==> config.mk <==
export PLATFORM = sky130hd
export DESIGN_NAME = depth_frame_deframer_flat
export DESIGN_NICKNAME = d
export VERILOG_FILES = /design/src/rtl/dfd_pkg.sv /design/src/rtl/dfd_if.sv /design/src/rtl/depth_frame_deframer.sv /design/src/rtl/dfd_out_skid.sv /design/src/flat_wrapper.sv
export SDC_FILE = /design/constraint.sdc
export NUM_CORES = 1
export LEC_CHECK = 0
export ABC_AREA = 1
export BUFFER_PORTS_ARGS = -buffer_cell sky130_fd_sc_hd__buf_2
export CAP_MARGIN = 20
export CORE_AREA = 2 2 312 160
export DETAILED_ROUTE_END_ITERATION = 6
export DIE_AREA = 0 0 314 162
export HOLD_SLACK_MARGIN = 0.05
export PLACE_DENSITY = 0.69
export SYNTH_ARGS = -nofsm -noshare
export SYNTH_HDL_FRONTEND = slang
export SYNTH_SLANG_ARGS = --single-unit
==> constraint.sdc <==
create_clock -name clk -period 12.75 [get_ports clk]
set_clock_uncertainty 0.05 [all_clocks]
set_input_delay 0.6375 -clock clk [delete_from_list [all_inputs] [get_ports clk]]
set_output_delay 0.6375 -clock clk [all_outputs]
set_load 0.1 [all_outputs]
==> src/rtl/dfd_pkg.sv <==
package dfd_pkg;

  // Fixed field widths
  localparam int DATA_W    = 8;
  localparam int SIZE_W    = 32;
  localparam int KIND_W    = 3;
  localparam int VALUE_W   = 64;
  localparam int INDEX_W   = 20;
  localparam int ERR_W     = 2;
  localparam int IMG_W     = 10;
  localparam int CFG_IDX_W = 3;
  localparam int CFG_DAT_W = 10;
  localparam int FNUM_W    = 32;
  localparam int BIF_W     = 3;

  // Default image limits
  localparam int MAX_WIDTH_DEF  = 1024;
  localparam int MAX_HEIGHT_DEF = 1024;

  typedef enum logic [CFG_IDX_W-1:0] {
    REG_DEPTH_PRESENT = 3'd0,
    REG_IMAGE_WIDTH   = 3'd1,
    REG_IMAGE_HEIGHT  = 3'd2,
    REG_DIST_PRESENT  = 3'd3,
    REG_INT_PRESENT   = 3'd4,
    REG_CONF_PRESENT  = 3'd5
  } dfd_reg_t;

  typedef enum logic [KIND_W-1:0] {
    KIND_TS   = 3'd0,
    KIND_FNUM = 3'd1,
    KIND_DIST = 3'd2,
    KIND_INT  = 3'd3,
    KIND_CONF = 3'd4,
    KIND_OK   = 3'd5,
    KIND_ERR  = 3'd6
  } dfd_kind_t;

  typedef enum logic [ERR_W-1:0] {
    ERR_NONE     = 2'd0,
    ERR_LEN_SIZE = 2'd1,
    ERR_LEN_COPY = 2'd2
  } dfd_err_t;

  typedef struct packed {
    dfd_kind_t           kind;
    logic [VALUE_W-1:0]  value;
    logic [INDEX_W-1:0]  index;
    dfd_err_t            err;
  } dfd_result_t;

endpackage

==> src/rtl/dfd_if.sv <==
interface dfd_in_if;
  import dfd_pkg::*;

  logic              valid;
  logic              ready;
  logic [DATA_W-1:0] data_byte;
  logic [SIZE_W-1:0] package_size;

  modport source (output valid, output data_byte, output package_size, input ready);
  modport sink   (input valid, input data_byte, input package_size, output ready);
endinterface

interface dfd_out_if;
  import dfd_pkg::*;

  logic               valid;
  logic               ready;
  logic [KIND_W-1:0]  item_kind;
  logic [VALUE_W-1:0] item_value;
  logic [INDEX_W-1:0] pixel_index;
  logic [ERR_W-1:0]   error_code;

  modport source (output valid, output item_kind, output item_value, output pixel_index,
                  output error_code, input ready);
  modport sink   (input valid, input item_kind, input item_value, input pixel_index,
                  input error_code, output ready);
endinterface

==> src/rtl/depth_frame_deframer.sv <==
// Depth frame deframer.
// in_bus (sink): one byte of the binary data set per beat, with the package
//   size, which is sampled on the first length byte of every frame.
// out_bus (source): timestamp, frame number, distance / intensity /
//   confidence pixels with their index, frame ok, or an error beat.
// cfg_we / cfg_index / cfg_data: write-only register port, one register per
//   write; write only while the block is idle.
// Throughput: one byte per cycle while in_bus.ready is high. A result is
//   registered from the last byte of its field; most bytes give no beat.
// The state machine updates on the accepting edge; results go through a
//   two-entry output buffer, so a byte is still taken while one result
//   waits. in_bus.ready drops only when both entries are full.
// While depth_map_present is zero, bytes are taken and dropped and the
//   frame position holds.
// Reset (rst_n low, synchronous) clears all registers to zero, the frame
//   counter too, and returns the parser to wait for a length field.
// The pixel total (clamped width times height) is registered from the
//   values being written, so it is current from the edge of the write on.
module depth_frame_deframer #(
  parameter int MAX_WIDTH  = dfd_pkg::MAX_WIDTH_DEF,
  parameter int MAX_HEIGHT = dfd_pkg::MAX_HEIGHT_DEF
) (
  input  logic                       clk,
  input  logic                       rst_n,
  dfd_in_if.sink                     in_bus,
  dfd_out_if.source                  out_bus,
  input  logic                       cfg_we,
  input  logic [dfd_pkg::CFG_IDX_W-1:0] cfg_index,
  input  logic [dfd_pkg::CFG_DAT_W-1:0] cfg_data
);
  import dfd_pkg::*;

  // Clamp and pixel-count widths follow the image limits
  localparam int WC_W   = $clog2(MAX_WIDTH + 1);
  localparam int HC_W   = $clog2(MAX_HEIGHT + 1);
  localparam int WX     = (WC_W > IMG_W) ? WC_W : IMG_W;
  localparam int HX     = (HC_W > IMG_W) ? HC_W : IMG_W;
  localparam int PROD_W = WX + HX;
  localparam int PIX_W  = $clog2(MAX_WIDTH * MAX_HEIGHT + 1);

  typedef enum logic [3:0] {
    PH_LEN, PH_TS, PH_VER, PH_FNUM, PH_SKIP,
    PH_DIST, PH_INT, PH_CONF, PH_CRC, PH_LCOPY
  } phase_t;

  // Configuration
  logic             dmap_r, dist_r, int_r, conf_r;
  logic [IMG_W-1:0] width_r, height_r;
  logic [IMG_W-1:0] width_nxt, height_nxt;

  // Parser state
  phase_t             phase_r, phase_nxt;
  logic [BIF_W-1:0]   bif_r, bif_nxt;
  logic [PIX_W-1:0]   pix_cnt_r, pix_cnt_nxt;
  logic [VALUE_W-1:0] acc_r, acc_nxt;
  logic [SIZE_W-1:0]  hdr_len_r, hdr_len_nxt;
  logic [SIZE_W-1:0]  size_r, size_nxt;
  logic [FNUM_W-1:0]  fnum_r, fnum_nxt;
  logic [PIX_W-1:0]   total_r;

  // Pixel total, taken from the values after this cycle's register write
  logic [WX-1:0]     w_ext, w_clamp;
  logic [HX-1:0]     h_ext, h_clamp;
  logic [PROD_W-1:0] prod;

  assign width_nxt  = (cfg_we && cfg_index == REG_IMAGE_WIDTH)  ? cfg_data[IMG_W-1:0] : width_r;
  assign height_nxt = (cfg_we && cfg_index == REG_IMAGE_HEIGHT) ? cfg_data[IMG_W-1:0] : height_r;

  assign w_ext   = WX'(width_nxt);
  assign h_ext   = HX'(height_nxt);
  assign w_clamp = (w_ext > WX'(MAX_WIDTH))  ? WX'(MAX_WIDTH)  : w_ext;
  assign h_clamp = (h_ext > HX'(MAX_HEIGHT)) ? HX'(MAX_HEIGHT) : h_ext;
  assign prod    = PROD_W'(w_clamp) * PROD_W'(h_clamp);

  // Next map phase, starting at distance, intensity or confidence
  phase_t nm_dist, nm_int, nm_conf;
  logic   tot_zero;

  assign tot_zero = (total_r == '0);

  always_comb begin
    nm_conf = (!tot_zero && conf_r) ? PH_CONF : PH_CRC;
    nm_int  = (!tot_zero && int_r)  ? PH_INT  : nm_conf;
    nm_dist = (!tot_zero && dist_r) ? PH_DIST : nm_int;
  end

  // Byte handling
  logic               in_acc;
  logic               res_vld;
  dfd_result_t        res;
  logic               res_ready;
  logic [BIF_W:0]     bif_inc;
  logic [BIF_W:0]     fbytes;
  logic [VALUE_W-1:0] merged;
  logic [PIX_W:0]     cnt_inc;
  logic [FNUM_W-1:0]  fnum_inc;
  dfd_kind_t          map_kind;

  assign in_bus.ready = res_ready;
  assign in_acc       = in_bus.valid && res_ready;
  assign bif_inc      = {1'b0, bif_r} + 1'b1;
  assign merged       = acc_r | (VALUE_W'(in_bus.data_byte) << {bif_r, 3'b000});
  assign cnt_inc      = {1'b0, pix_cnt_r} + 1'b1;
  assign fnum_inc     = fnum_r + 1'b1;   // wraps at 32 bits

  always_comb begin
    case (phase_r)
      PH_TS:                                    fbytes = 4'd8;
      PH_VER, PH_SKIP, PH_DIST, PH_INT, PH_CONF: fbytes = 4'd2;
      default:                                  fbytes = 4'd4;
    endcase
  end

  always_comb begin
    case (phase_r)
      PH_INT:  map_kind = KIND_INT;
      PH_CONF: map_kind = KIND_CONF;
      default: map_kind = KIND_DIST;
    endcase
  end

  always_comb begin
    phase_nxt   = phase_r;
    bif_nxt     = bif_r;
    pix_cnt_nxt = pix_cnt_r;
    acc_nxt     = acc_r;
    hdr_len_nxt = hdr_len_r;
    size_nxt    = size_r;
    fnum_nxt    = fnum_r;
    res_vld     = 1'b0;
    res         = '{kind: KIND_TS, value: '0, index: '0, err: ERR_NONE};

    if (in_acc && dmap_r) begin
      if (phase_r == PH_LEN && bif_r == '0) size_nxt = in_bus.package_size;

      if (bif_inc < fbytes) begin
        acc_nxt = merged;
        bif_nxt = bif_inc[BIF_W-1:0];
      end else begin
        acc_nxt = '0;
        bif_nxt = '0;
        unique case (phase_r)
          PH_LEN: begin
            hdr_len_nxt = merged[SIZE_W-1:0];
            if (merged[SIZE_W-1:0] > size_r) begin
              phase_nxt = PH_LEN;
              res_vld   = 1'b1;
              res.kind  = KIND_ERR;
              res.value = VALUE_W'(merged[SIZE_W-1:0]);
              res.err   = ERR_LEN_SIZE;
            end else begin
              phase_nxt = PH_TS;
            end
          end
          PH_TS: begin
            phase_nxt = PH_VER;
            res_vld   = 1'b1;
            res.kind  = KIND_TS;
            res.value = merged;
          end
          PH_VER: begin
            if (merged[15:0] > 16'd1) begin
              phase_nxt = PH_FNUM;
            end else begin
              // old format: frame counter kept here
              fnum_nxt    = fnum_inc;
              pix_cnt_nxt = '0;
              phase_nxt   = nm_dist;
              res_vld     = 1'b1;
              res.kind    = KIND_FNUM;
              res.value   = VALUE_W'(fnum_inc);
            end
          end
          PH_FNUM: begin
            fnum_nxt  = merged[FNUM_W-1:0];
            phase_nxt = PH_SKIP;
            res_vld   = 1'b1;
            res.kind  = KIND_FNUM;
            res.value = VALUE_W'(merged[FNUM_W-1:0]);
          end
          PH_SKIP: begin
            pix_cnt_nxt = '0;
            phase_nxt   = nm_dist;
          end
          PH_DIST, PH_INT, PH_CONF: begin
            res_vld   = 1'b1;
            res.kind  = map_kind;
            res.value = VALUE_W'(merged[15:0]);
            res.index = INDEX_W'(pix_cnt_r);
            if (cnt_inc >= {1'b0, total_r}) begin
              // map done: move to the next one present
              pix_cnt_nxt = '0;
              case (phase_r)
                PH_DIST: phase_nxt = nm_int;
                PH_INT:  phase_nxt = nm_conf;
                default: phase_nxt = PH_CRC;
              endcase
            end else begin
              pix_cnt_nxt = cnt_inc[PIX_W-1:0];
            end
          end
          PH_CRC: begin
            phase_nxt = PH_LCOPY;
          end
          PH_LCOPY: begin
            phase_nxt = PH_LEN;
            res_vld   = 1'b1;
            if (merged[SIZE_W-1:0] != hdr_len_r) begin
              res.kind  = KIND_ERR;
              res.value = VALUE_W'(merged[SIZE_W-1:0]);
              res.err   = ERR_LEN_COPY;
            end else begin
              res.kind  = KIND_OK;
              res.value = VALUE_W'(fnum_r);
            end
          end
          default: phase_nxt = PH_LEN;
        endcase
      end
    end
  end

  always_ff @(posedge clk) begin
    if (!rst_n) begin
      phase_r   <= PH_LEN;
      bif_r     <= '0;
      pix_cnt_r <= '0;
      acc_r     <= '0;
      hdr_len_r <= '0;
      size_r    <= '0;
      fnum_r    <= '0;
      total_r   <= '0;
      dmap_r    <= 1'b0;
      dist_r    <= 1'b0;
      int_r     <= 1'b0;
      conf_r    <= 1'b0;
      width_r   <= '0;
      height_r  <= '0;
    end else begin
      phase_r   <= phase_nxt;
      bif_r     <= bif_nxt;
      pix_cnt_r <= pix_cnt_nxt;
      acc_r     <= acc_nxt;
      hdr_len_r <= hdr_len_nxt;
      size_r    <= size_nxt;
      fnum_r    <= fnum_nxt;
      total_r   <= PIX_W'(prod);
      if (cfg_we) begin
        unique case (cfg_index)
          REG_DEPTH_PRESENT: dmap_r   <= cfg_data[0];
          REG_IMAGE_WIDTH:   width_r  <= cfg_data[IMG_W-1:0];
          REG_IMAGE_HEIGHT:  height_r <= cfg_data[IMG_W-1:0];
          REG_DIST_PRESENT:  dist_r   <= cfg_data[0];
          REG_INT_PRESENT:   int_r    <= cfg_data[0];
          REG_CONF_PRESENT:  conf_r   <= cfg_data[0];
          default: ;
        endcase
      end
    end
  end

  // Output buffer
  dfd_result_t out_data;

  dfd_out_skid u_out_skid (
    .clk        (clk),
    .rst_n      (rst_n),
    .push_valid (in_acc && res_vld),
    .push_ready (res_ready),
    .push_data  (res),
    .pop_valid  (out_bus.valid),
    .pop_ready  (out_bus.ready),
    .pop_data   (out_data)
  );

  assign out_bus.item_kind   = out_data.kind;
  assign out_bus.item_value  = out_data.value;
  assign out_bus.pixel_index = out_data.index;
  assign out_bus.error_code  = out_data.err;
endmodule

==> src/rtl/dfd_out_skid.sv <==
module dfd_out_skid (
  input  logic                 clk,
  input  logic                 rst_n,
  input  logic                 push_valid,
  output logic                 push_ready,
  input  dfd_pkg::dfd_result_t push_data,
  output logic                 pop_valid,
  input  logic                 pop_ready,
  output dfd_pkg::dfd_result_t pop_data
);
  import dfd_pkg::*;

  logic        out_vld_r;
  logic        skid_vld_r;
  dfd_result_t out_r;
  dfd_result_t skid_r;
  logic        push_acc;

  assign push_ready = !skid_vld_r;
  assign push_acc   = push_valid && push_ready;
  assign pop_valid  = out_vld_r;
  assign pop_data   = out_r;

  always_ff @(posedge clk) begin
    if (!rst_n) begin
      out_vld_r  <= 1'b0;
      skid_vld_r <= 1'b0;
    end else begin
      if (!out_vld_r || pop_ready) begin
        if (skid_vld_r) begin
          out_r      <= skid_r;
          out_vld_r  <= 1'b1;
          skid_vld_r <= 1'b0;
        end else begin
          out_r     <= push_data;
          out_vld_r <= push_acc;
        end
      end else if (push_acc) begin
        // output stalled: park the new beat
        skid_r     <= push_data;
        skid_vld_r <= 1'b1;
      end
    end
  end
endmodule

==> src/flat_wrapper.sv <==
// flat-port wrapper written by rule: the top's interface ports become plain ports
module depth_frame_deframer_flat import dfd_pkg::*;
#(
  parameter int MAX_WIDTH  = dfd_pkg::MAX_WIDTH_DEF,
  parameter int MAX_HEIGHT = dfd_pkg::MAX_HEIGHT_DEF
)
  (clk, rst_n, cfg_we, cfg_index, cfg_data, in_bus_valid, in_bus_data_byte, in_bus_package_size, in_bus_ready, out_bus_valid, out_bus_item_kind, out_bus_item_value, out_bus_pixel_index, out_bus_error_code, out_bus_ready);
  dfd_in_if in_bus_i ();
  dfd_out_if out_bus_i ();
  input  logic clk;
  input  logic rst_n;
  input  logic cfg_we;
  input  logic [dfd_pkg::CFG_IDX_W-1:0] cfg_index;
  input  logic [dfd_pkg::CFG_DAT_W-1:0] cfg_data;
  input wire logic [$bits(in_bus_i.valid)-1:0] in_bus_valid;
  input wire logic [$bits(in_bus_i.data_byte)-1:0] in_bus_data_byte;
  input wire logic [$bits(in_bus_i.package_size)-1:0] in_bus_package_size;
  output wire logic [$bits(in_bus_i.ready)-1:0] in_bus_ready;
  output wire logic [$bits(out_bus_i.valid)-1:0] out_bus_valid;
  output wire logic [$bits(out_bus_i.item_kind)-1:0] out_bus_item_kind;
  output wire logic [$bits(out_bus_i.item_value)-1:0] out_bus_item_value;
  output wire logic [$bits(out_bus_i.pixel_index)-1:0] out_bus_pixel_index;
  output wire logic [$bits(out_bus_i.error_code)-1:0] out_bus_error_code;
  input wire logic [$bits(out_bus_i.ready)-1:0] out_bus_ready;
  assign in_bus_i.valid = in_bus_valid;
  assign in_bus_i.data_byte = in_bus_data_byte;
  assign in_bus_i.package_size = in_bus_package_size;
  assign in_bus_ready = in_bus_i.ready;
  assign out_bus_valid = out_bus_i.valid;
  assign out_bus_item_kind = out_bus_i.item_kind;
  assign out_bus_item_value = out_bus_i.item_value;
  assign out_bus_pixel_index = out_bus_i.pixel_index;
  assign out_bus_error_code = out_bus_i.error_code;
  assign out_bus_i.ready = out_bus_ready;
  depth_frame_deframer #(.MAX_WIDTH(MAX_WIDTH), .MAX_HEIGHT(MAX_HEIGHT)) u_core (.clk(clk), .rst_n(rst_n), .in_bus(in_bus_i), .out_bus(out_bus_i), .cfg_we(cfg_we), .cfg_index(cfg_index), .cfg_data(cfg_data));
endmodule
==> flow_metrics.env, run 1 <==
export IMPL_pwr_density_cell_mw_per_mm2=112
export IMPL_drc=0
export IMPL_synth_seq_area_share_pct=42.3
export IMPL_crit_fanout=16
export IMPL_final_max_slew_viol_count=0
export IMPL_synth_top_area_share_pct=22.5
export IMPL_p_leak_nw=11.5
export IMPL_clk_pin_slew_ps=60
export IMPL_path_buf_inv=6
export IMPL_cap_violations=0
export IMPL_grt_util_all_layers_pct=31.1
export IMPL_dieWidth_um=314
export IMPL_syn_avg_cell_area_um2=7.84
export IMPL_die_y_um=162
export IMPL_hold_buffers=0
export IMPL_start_util_pct=49.5
export IMPL_htreeDepth=2
export IMPL_clk_path_buf_depth=3
export IMPL_ys_ff_latch=413
export IMPL_avgRoutedWirePerCell_um=20.8
export IMPL_synth_edff_count=178
export IMPL_numCtsBuffers=39
export IMPL_period_needed_ps=7160
export IMPL_status="completed"
export IMPL_start_kind="input port"
export IMPL_antenna_left=0
export IMPL_relSlewSlack_pct=29.9
export IMPL_synth_ff_type="dfxtp_1"
export IMPL_cts_root_buf="clkbuf_16"
export IMPL_io_pins=149
export IMPL_arrival_ps=7570
export IMPL_firstDrtPassIters=6
export IMPL_num_rows=57
export IMPL_synth_top_area_cell="edfxtp_1"
export IMPL_vias=21300
export IMPL_cpPeakStageDelay_ps=770
export IMPL_async_reset_ff_share_pct=0
export IMPL_io_buffers=148
export IMPL_grt_pass1_wl_um=119000
export IMPL_crit_top_cell="inv_1"
export IMPL_cts_tree="built"
export IMPL_rsz0062_at_grt="false"
export IMPL_antenna_found_initial=2
export IMPL_critPathKind="in -> reg"
export IMPL_finalSetupViolations=0
export IMPL_fmax_mhz=140
export IMPL_nFillCells=4500
export IMPL_via_per_inst=5.59
export IMPL_ys_warn_count=0
export IMPL_fin_crit_sh_pct=56.1
export IMPL_yosys_cell_types_count=44
export IMPL_diodes=0
export IMPL_area_delta_synth_final_pct=11.7
export IMPL_ys_top_cells_by_count="631 x nand2_1, 480 x inv_1, 348 x nor2_1"
export IMPL_setup_tns_ps=0
export IMPL_worst_path_max_delay_cell="o21ai_0"
export IMPL_regArea_mm2=0.0101
export IMPL_hpwlAfterDp_um=60100
export IMPL_drive_above_1_share_pct=9.23
export IMPL_grt_pass1_vias=19500
export IMPL_core_mm2=0.0480
export IMPL_required_ps=13160
export IMPL_hold_viol_final=0
export IMPL_syn_num_nets=3278
export IMPL_cts_resized=0
export IMPL_grt_max_degree=92
export IMPL_r2r_slack_ps=6730
export IMPL_post_cts_setup_buffers=0
export IMPL_yosysMostFrequentCell="nand2_1"
export IMPL_drt_initial_drc_count=2822
export IMPL_fin_nets=3379
export IMPL_path_delay_family="adder cells"
export IMPL_dieArea_mm2=0.0509
export IMPL_clock_sinks=413
export IMPL_hold_path_class="in -> reg"
export IMPL_routed_wl_um=79500
export IMPL_gp_routability_congestion=1.09
export IMPL_grt_ovfl_total=0
export IMPL_final_core_util_pct=55.3
export IMPL_worst_pin_slew_ps=1050
export IMPL_multiInputGateArea_mm2=0.0114
export IMPL_cp_end_kind="flop"
export IMPL_vdd_drop_max_uv=94.2
export IMPL_synth_cells=3033
export IMPL_syn_cell_area_mm2=0.0238
export IMPL_synth_top_cells_by_area="edfxtp_1 22%, dfxtp_1 20%, nand2_1 10%"
export IMPL_clk_latency_ps=580
layout by cell type (no fill, tap or decap), types with 6 or more instances in the layout:
cell / n
a21oi_1: 194
buf_2: 148
edfxtp_1: 178
o21ai_1: 17
buf_4: 26
bufinv_16: 6
nor2_4: 9
nand2_1: 629
a211oi_1: 52
clkbuf_16: 40
xor2_1: 38
o21a_1: 7
nand3b_1: 10
nand4_1: 49
ha_1: 123
nand2_2: 14
nor4_1: 6
a31oi_1: 23
dfxtp_1: 234
o31ai_1: 10
fa_1: 64
o21ai_0: 193
clkbuf_1: 8
nor3_1: 77
inv_2: 9
nand3_1: 107
inv_1: 479
nor2_1: 345
xnor2_1: 8
report_power, final:
part	switching (W)	internal, W	total, W
Sequential	0.00000646	0.00139	0.00139
Clock	0.000550	0.000735	0.00128
Combinational	0.000226	0.0000575	0.000284
Total	0.000783	0.00218	0.00296
area by class of cell:
cell class / instances / area share, %
multi-input cells: 2010 / 43.0
flip-flops and latches: 413 / 37.9
inverters: 491 / 6.94
clock buffers: 53 / 4.14
repair buffers: 179 / 3.99
well taps: 649 / 3.06
clock inverters: 19 / 1.03
routing by layer:
metal  share of wire [%]  up-vias  GRT usage, %
met4                0.92        4          3.59
met2                  33     1105          35.3
met1                  50    10100          52.6
li1                    -    10000             -
met3                  15       66          12.9
met5               0.043        -             0
through the flow:
step                      hold WS [ps]  area [um^2]  cells  setup WS [ps]  power (W)
after CTS                          311        26400   3807           5840    0.00296
final                              318        26500   3814           5590    0.00296
after detailed placement           405        25000   3735           5250    0.00170
after floorplan                    374        23800   3033           6120    0.00162
after global placement             397        25000   3735           5400    0.00170
after global routing               347        26500   3814           5060    0.00304
final timing paths:
path,start,end,cells past startpoint
worst min-delay path,in_bus_package_size[4],u_core.size_r[4]$_SDFFE_PN0P_,3
worst max-delay path,cfg_we,u_core.total_r[17]$_SDFF_PN0_,25
worst max register to register,u_core.width_r[3]$_SDFFE_PN0N_,u_core.total_r[17]$_SDFF_PN0_,22
worst min register to register,u_core.size_r[22]$_SDFFE_PN0P_,u_core.size_r[22]$_SDFFE_PN0P_,2
registers in the layout, indices dropped and copies added, names as in the netlist, 21 cells and up:
name / count
u_core.acc_r: 64
u_core.fnum_r: 32
u_core.hdr_len_r: 32
u_core.pix_cnt_r: 21
u_core.size_r: 32
u_core.total_r: 21
u_core.u_out_skid.pop_data: 89
u_core.u_out_skid.skid_r: 89
worst reg2reg max path: stages (launching register included):
cell and delay, ps:
dfxtp_1 300, inv_1 50, nand2_1 40, o21ai_1 420
inv_1 290, nand2_1 200, fa_1 430, fa_1 520
inv_1 160, fa_1 550, fa_1 550, inv_1 50
fa_1 520, inv_1 40, ha_1 350, nand2_1 70
o21ai_0 420, a21boi_0 240, o21ai_0 300, a21boi_0 180
nand2_1 90, nand2_1 50, nor2_1 130
logic make-up after synthesis:
| logic type | share of synthesized area (%) |
|---|---|
| and+or+nand+nor | 22.2 |
| buffers and inverters | 9.87 |
| AOI/OAI and AO/OA | 11.9 |
| DFF | 42.3 |
| adders and majority gates | 11.9 |
| xor gates and xnor gates | 1.69 |
| muxes | 0.168 |
No activity file was read; power rests on OpenSTA's default activity.
==> run 2, diff against run 1 <==
--- a/config.mk
+++ b/config.mk
@@ -12,7 +12,7 @@
 export DETAILED_ROUTE_END_ITERATION = 6
 export DIE_AREA = 0 0 314 162
 export HOLD_SLACK_MARGIN = 0.05
-export PLACE_DENSITY = 0.69
+export PLACE_DENSITY = 0.72
 export SYNTH_ARGS = -nofsm -noshare
 export SYNTH_HDL_FRONTEND = slang
 export SYNTH_SLANG_ARGS = --single-unit
==> constraint.sdc (replaced) <==
create_clock -name clk -period 6.1 [get_ports clk]
set_clock_uncertainty 0.05 [all_clocks]
set_input_delay 0.305 -clock clk [delete_from_list [all_inputs] [get_ports clk]]
set_output_delay 0.305 -clock clk [all_outputs]
set_load 0.1 [all_outputs]
==> flow_metrics.env, run 2 (synthesis gave the netlist of run 1 again) <==
export IMPL_hpwlAfterDp_um=60200
export IMPL_cp_end_kind="flop"
export IMPL_fmax_mhz=178
export IMPL_antenna_left=0
export IMPL_dieArea_mm2=0.0509
export IMPL_final_design_area_no_fill_mm2=0.0270
export IMPL_drt_initial_drc_count=3178
export IMPL_diodes=0
export IMPL_grt_pass1_wl_um=120000
export IMPL_die_y_um=162
export IMPL_clk_path_buf_depth=3
export IMPL_finalSetupViolations=0
export IMPL_numCtsBuffers=41
export IMPL_multiInputGateArea_mm2=0.0114
export IMPL_cts_tree="built"
export IMPL_place_area_mm2=0.0254
export IMPL_nFillCells=4421
export IMPL_start_kind="input port"
export IMPL_grt_ovfl_total=0
export IMPL_io_buffers=148
export IMPL_final_max_slew_viol_count=0
export IMPL_grt_max_degree=91
export IMPL_vdd_drop_max_uv=180
export IMPL_status="completed"
export IMPL_hold_slack_ps=65.1
export IMPL_via_per_inst=5.59
export IMPL_hold_viol_final=0
export IMPL_worst_slack_ps=473
export IMPL_fin_crit_sh_pct=92.3
export IMPL_worst_pin_slew_ps=1170
export IMPL_area_delta_synth_final_pct=13.6
export IMPL_required_ps=6520
export IMPL_r2r_cells=26
export IMPL_critPathKind="in -> reg"
export IMPL_drive_above_1_share_pct=10.4
export IMPL_grt_util_all_layers_pct=31.1
export IMPL_whs_path_depth=3
export IMPL_pwr_density_cell_mw_per_mm2=226
export IMPL_arrival_ps=6050
export IMPL_regArea_mm2=0.0101
export IMPL_fin_nets=3453
export IMPL_gp_routability_congestion=1.01
export IMPL_clk_latency_ps=560
export IMPL_htreeDepth=2
export IMPL_p_leak_nw=11.7
export IMPL_core_mm2=0.0480
export IMPL_cts_root_buf="clkbuf_16"
export IMPL_avgRoutedWirePerCell_um=20.6
export IMPL_crit_fanout=16
export IMPL_period_needed_ps=5630
export IMPL_final_cell_mix="629 x nand2_1, 479 x inv_1, 345 x nor2_1"
export IMPL_pre_cts_ws_ps=-49.1
export IMPL_final_core_util_pct=56.3
export IMPL_post_cts_setup_buffers=0
export IMPL_dieWidth_um=314
export IMPL_firstDrtPassIters=5
export IMPL_num_rows=57
export IMPL_drc=0
export IMPL_io_pins=149
export IMPL_vias=21700
export IMPL_rsz0062_at_grt="false"
export IMPL_hold_path_class="in -> reg"
export IMPL_relSlewSlack_pct=21.8
export IMPL_routed_wl_um=80200
export IMPL_antenna_found_initial=2
export IMPL_clock_sinks=413
export IMPL_layout_commonest_cell="nand2_1"
export IMPL_start_util_pct=49.5
export IMPL_clk_pin_slew_ps=60
export IMPL_grt_pass1_vias=19800
export IMPL_cap_violations=0
export IMPL_finalPower_w=0.00610
run 2: changes by cell type in the layout (fill, tap and decap cells not counted), moves of 2 or more:
| cell | delta |
|---|---|
| buf_4 | +48 |
| dlygate4sd3_1 | +28 |
| bufinv_16 | -4 |
| buf_16 | -3 |
| clkbuf_1 | +3 |
| clkbuf_8 | -3 |
| clkinvlp_4 | +3 |
| clkbuf_16 | +2 |
| clkinvlp_2 | +2 |
run 2: layout make-up:
class	instances	area share, %
well taps	649	3.01
repair buffers	251	5.91
flip-flops and latches	413	37.2
multi-input cells	2010	42.2
clock inverters	18	0.621
inverters	491	6.83
clock buffers	56	4.17
run 2: path summary, 6_finish.rpt:
path / start / to / slack [ps]
min reg2reg: u_core.dist_r$_SDFFE_PN0P_ / u_core.dist_r$_SDFFE_PN0P_ / 410
max reg2reg: u_core.width_r[2]$_SDFFE_PN0N_ / u_core.total_r[17]$_SDFF_PN0_ / 540
min: in_bus_package_size[30] / u_core.size_r[30]$_SDFFE_PN0P_ / 70
max: cfg_we / u_core.total_r[16]$_SDFF_PN0_ / 470
run 2: what timing repair did:
| item | 4_1_cts | 5_1_grt |
|---|---|---|
| resized for setup | 0 | 2 |
| endpoints found under the hold margin | 28 | 0 |
| setup endpoints to repair | 0 | 2 |
| hold buffers | 28 | 0 |
run 2: metal layers:
metal / vias to the layer above / wire [um] / global-route usage (%)
li1: 10200 / - / -
met1: 10300 / 38900 / 51.7
met2: 1221 / 27700 / 36.6
met3: 71 / 12700 / 12.4
met4: 0 / 856 / 3.59
met5: - / 0 / 0
run 2: where the power goes:
group / internal (W) / total [W] / switching (W)
logic: 0.000147 / 0.000637 / 0.000489
registers: 0.00290 / 0.00291 / 0.0000136
clock network: 0.00139 / 0.00255 / 0.00115
total: 0.00444 / 0.00610 / 0.00166
run 2: worst max-delay path: stages:
cell      delay (ps)
buf_2            100
inv_1             40
nor2_1           230
nand3_1          110
buf_4            220
nand2_1           70
o21ai_0          100
inv_1            130
buf_4            180
nand2_1           80
fa_1             490
inv_1             50
fa_1             660
fa_1             480
fa_1             540
inv_1             50
fa_1             520
inv_1             40
ha_1             350
nand2_1          100
nor4_1           420
a21oi_1          120
inv_1            130
nand2_1           90
o21bai_1         170
o21ai_0          100
a21oi_1          170
run 2: stage by stage:
stage / setup TNS, ps / instances
final: 0 / 3888
after global routing: 0 / 3888
after CTS: 0 / 3887
after detailed placement: -62.6 / 3785
after global placement: 0 / 3785
after floorplan: 0 / 3033
